`src/sv/kibs_pkg.sv`:
```
// shared types and constants for the key and index block sorter
package kibs_pkg;

  localparam int unsigned KeyW   = 64;
  localparam int unsigned IdxW   = 16;
  localparam int unsigned GroupN = 4;

  typedef enum logic [2:0] {
    ST_LOAD,
    ST_PRESORT,
    ST_MERGE,
    ST_EMIT
  } state_e;

  typedef struct packed {
    logic load_en;
    logic presort_start;
    logic merge_start;
    logic emit_start;
  } cmd_t;

  typedef struct packed {
    logic chunk_done;
    logic presort_done;
    logic merge_done;
    logic emit_done;
  } status_t;

endpackage

```
`src/sv/kibs_ctrl.sv`:
```
// sequencer for load, presort, merge and emit phases
module kibs_ctrl (
  input  logic              clk_i,
  input  logic              rst_ni,
  input  kibs_pkg::status_t status_i,
  output kibs_pkg::cmd_t    cmd_o
);
  import kibs_pkg::*;

  state_e state_q, state_d;

  always_ff @(posedge clk_i or negedge rst_ni) begin
    if (!rst_ni) begin
      state_q <= ST_LOAD;
    end else begin
      state_q <= state_d;
    end
  end

  always_comb begin
    state_d = state_q;
    case (state_q)
      ST_LOAD:    if (status_i.chunk_done) state_d = ST_PRESORT;
      ST_PRESORT: if (status_i.presort_done) state_d = ST_MERGE;
      ST_MERGE:   if (status_i.merge_done) state_d = ST_EMIT;
      ST_EMIT:    if (status_i.emit_done) state_d = ST_LOAD;
      default:    state_d = ST_LOAD;
    endcase
  end

  always_comb begin
    cmd_o = '0;
    case (state_q)
      ST_LOAD:    cmd_o.load_en = 1'b1;
      ST_PRESORT: cmd_o.presort_start = 1'b1;
      ST_MERGE:   cmd_o.merge_start = 1'b1;
      ST_EMIT:    cmd_o.emit_start = 1'b1;
      default:    cmd_o = '0;
    endcase
  end

`ifndef ASSERT_OFF
  a_cmd_onehot: assert property (@(posedge clk_i) disable iff (!rst_ni)
    $onehot(cmd_o)) else $error("command not one-hot");
  a_load_to_presort: assert property (@(posedge clk_i) disable iff (!rst_ni)
    (state_q == ST_LOAD && status_i.chunk_done) |=> state_q == ST_PRESORT)
    else $error("chunk close not followed by presort");
  a_emit_back: assert property (@(posedge clk_i) disable iff (!rst_ni)
    (state_q == ST_EMIT && status_i.emit_done) |=> state_q == ST_LOAD)
    else $error("emit end not followed by load");
`endif

endmodule

```
`config.mk`:
```
export PLATFORM = sky130hd
export DESIGN_NAME = kibs_ctrl
export DESIGN_NICKNAME = d
export VERILOG_FILES = /design/src/sv/kibs_pkg.sv /design/src/sv/kibs_ctrl.sv
export SDC_FILE = /design/constraint.sdc
export NUM_CORES = 1
export LEC_CHECK = 0
export BUFFER_PORTS_ARGS = -buffer_cell sky130_fd_sc_hd__buf_4
export CAP_MARGIN = 5
export CORE_AREA = 5 5 42 44
export CTS_CLUSTER_DIAMETER = 40
export DETAILED_ROUTE_END_ITERATION = 10
export DIE_AREA = 0 0 47 49
export SLEW_MARGIN = 20
export SYNTH_ARGS = -nofsm -noshare
export SYNTH_HDL_FRONTEND = slang
export SYNTH_SLANG_ARGS = --single-unit
```
`constraint.sdc`:
```
create_clock -name clk_i -period 2.04 [get_ports clk_i]
set_input_delay 0.51 -clock clk_i [delete_from_list [all_inputs] [get_ports clk_i]]
set_output_delay 0.51 -clock clk_i [all_outputs]
set_load 0.01 [all_outputs]
```
==> impl_metrics.toml <==
[clock_network]
clock_latency_ns = 0.22
cts.htree.levels = 1
cts.sinks = 2
cts.root.buffer_cell = "clkbuf_4"
ctsHoldBuffers = 0
ctsResizeCount = 0
cts.clk_slew.worst_paths_ns = 0.03
cts_setup_buffers = 0
cts_tree = "yes"
clockBufferDepth = 2
cts_made_buffers = 3

[worst_setup_path]
worstPathCellList = "inv_1 > ha_1 > nor2b_1 > a2111oi_4 > mux2_4"
worstSetupEndpointType = "flop"
worstPathArrival_ns = 1.75
worstPathRequired_ns = 2.14
critPathSlowestCell = "dfrtp_1"
path_buf_inv = 1
startpoint_type = "flop"
crit_fanout = 3
cp_slowest_stage_delay_ns = 0.38
path_delay_family = "flip-flops"
worstSetupPathType = "flop to flop"
ff2ff_setup_slack_ns = 0.39

[logic_synthesis]
syn_area_um2 = 194
synth_area_per_cell_um2 = 12.1
synth_top_area_cell = "dfrtp_1"
yosys.area_share.adder = 0.258
synth_fp_nets = 26
yosysTopAreaCellShare = 0.258
synth_cell_types = 9
synth_mux_area_frac = 0.129
synth_area_leaders = "dfrtp_1 (26%), ha_1 (26%), a2111oi_4 (14%), mux2_4 (7.7%), nor2b_4 (7.1%)"
yosys.area_share.xor_xnor = 0
synth_compound_area_frac = 0.142
ys_warn_count = 0
synth_common_cells = "ha_1 (4), inv_1 (3), dfrtp_1 (2), nor2b_1 (2)"
yosysSeqAreaShare = 0.258
synth_edf_count = 0
yosys_most_used_dff = "dfrtp_1"
yosysMostFrequentCell = "ha_1"
synthArstFlopShare = 1.00
synthSimpleGateAreaFrac = 0.155
synth_top_family_by_area = "adder cells"
synthCells = 16
synth-seq-cells = 2

[sta]
slew_headroom = 0.781
fmax_mhz = 607
fin_setup_tns_ns = 0
worst_pin_slew_ns = 0.329
timing.final.crit_share = 0.807
rsz0062_at_grt = "no"
skew_ns = 0.0000896
hold_viol = 0
fin_crit_ns = 1.65
slew_viol_final = 0
setup_viol = 0

[hold_path]
hp-class = "input pin to async pin"

[cells_and_area]
largest_reg_flops = 2
antenna_cells = 0
largest-register = "state_q"
nNetsFinal = 40
nFillCells = 160
top_regs = "state_q x2"
final_cells = 44
syn_to_final_growth_pct = 56.8
fin_area_um2 = 304
drive_gt1_frac = 0.536

[place]
place_congestion = 0.587
dp_hpwl_um = 330
port_buffers = 9
place_area_um2 = 282
dp.cells = 41

[drt]
wl_per_cell_um = 8.61
detail-route-antenna-nets = 0
vias = 148
drt_iter0_drc = 0
dr.pass1.iters = 1
via_per_inst = 3.36
post-route-drc-count = 0
routed_wl_um = 379

[die]
initial_core_util = 0.138
ios = 10
die_y_um = 49
rows = 14
die_area_um2 = 2300
die_w_um = 47
coreArea_um2 = 1400

[global_route]
antenna_found_initial = 0
grt_usage = 0.0479
grt_max_degree = 5
grt_pass1_wl_um = 710
grt_pass1_vias = 169
grt_overflow = 0

[pwr]
combinationalPowerShare = 0.641
p_sw_mw = 0.170
vdd_drop_max_mv = 0.474
p_int_mw = 0.305
pwr-share-seq = 0.181
power_switching_share = 0.357
pwr-share-clk = 0.178
powerDensity_nw_per_um2 = 1560
power.leakage_nw = 0.160

[flow_run]
cap_violations = 0

[status]
status = "complete, no violations"
[kinds of logic after synthesis]
logic type	after synthesis
compound gates	1
fa+ha+maj	4
buf+inv	3
flops	2
mux	2
simple gates	4
[cell type report]
cell class | count | area, um2 | share of cell area
clock buffer | 3 | 22.5 | 0.0741
inverter | 3 | 11.3 | 0.0370
multi-input combinational | 11 | 133 | 0.436
sequential | 2 | 50.0 | 0.165
tap | 16 | 20.0 | 0.0658
timing repair buffer | 9 | 67.6 | 0.222
[worst reg2reg max path, stage by stage (launching register included)]
cell and delay (ns):
dfrtp_1 0.38, inv_1 0.09, ha_1 0.23, nor2b_1 0.16
a2111oi_4 0.34, mux2_4 0.33
[cells in the final DEF, fill, tap and decap left out]
cell	n
mux2_4	1
nor2_1	1
buf_4	9
ha_1	4
nor2b_4	1
mux2i_1	1
a2111oi_4	1
nor2b_1	2
inv_1	3
dfrtp_1	2
clkbuf_4	3
[per-stage QoR]
stage / worst slack [ns] / hold WS, ns / total power [mW] / util
2_1_floorplan: 0.445 / 0.214 / 0.299 / -
3_3_place_gp: 0.423 / 0.294 / 0.392 / 0.201
3_5_place_dp: 0.393 / 0.294 / 0.395 / 0.201
4_1_cts: 0.385 / 0.0577 / 0.487 / 0.217
5_1_grt: 0.321 / 0.0430 / 0.529 / 0.217
6_report: 0.394 / 0.0671 / 0.475 / 0.217
[power by group through the flow]
stage / combinational, mW / sequential (mW) / clock (mW)
floorplan: 0.221 / 0.0788 / 0
global placement: 0.310 / 0.0827 / 0
detailed placement: 0.309 / 0.0860 / 0
CTS: 0.311 / 0.0856 / 0.0902
global route: 0.338 / 0.0886 / 0.102
finish: 0.304 / 0.0858 / 0.0847
[routing by layer]
metal,up-vias,share of wire,track usage
met5,-,0,0
met4,0,0,0.0553
met3,0,0.077,0.0369
met2,4,0.54,0.0566
met1,67,0.38,0.0463
li1,77,-,-
[worst paths after layout]
kind / startpoint / end / cells past startpoint
worst max-delay path: state_q[0]$_DFFE_PN0P_ / state_q[1]$_DFFE_PN0P_ / 5
worst min-delay path: rst_ni / state_q[0]$_DFFE_PN0P_ / 1
worst max register to register: state_q[0]$_DFFE_PN0P_ / state_q[1]$_DFFE_PN0P_ / 5
worst min register to register: state_q[1]$_DFFE_PN0P_ / state_q[1]$_DFFE_PN0P_ / 1
max in group asynchronous: rst_ni / state_q[1]$_DFFE_PN0P_ / 1
min in group clk_i: state_q[1]$_DFFE_PN0P_ / state_q[1]$_DFFE_PN0P_ / 1
(Power assumes the default switching activity.)
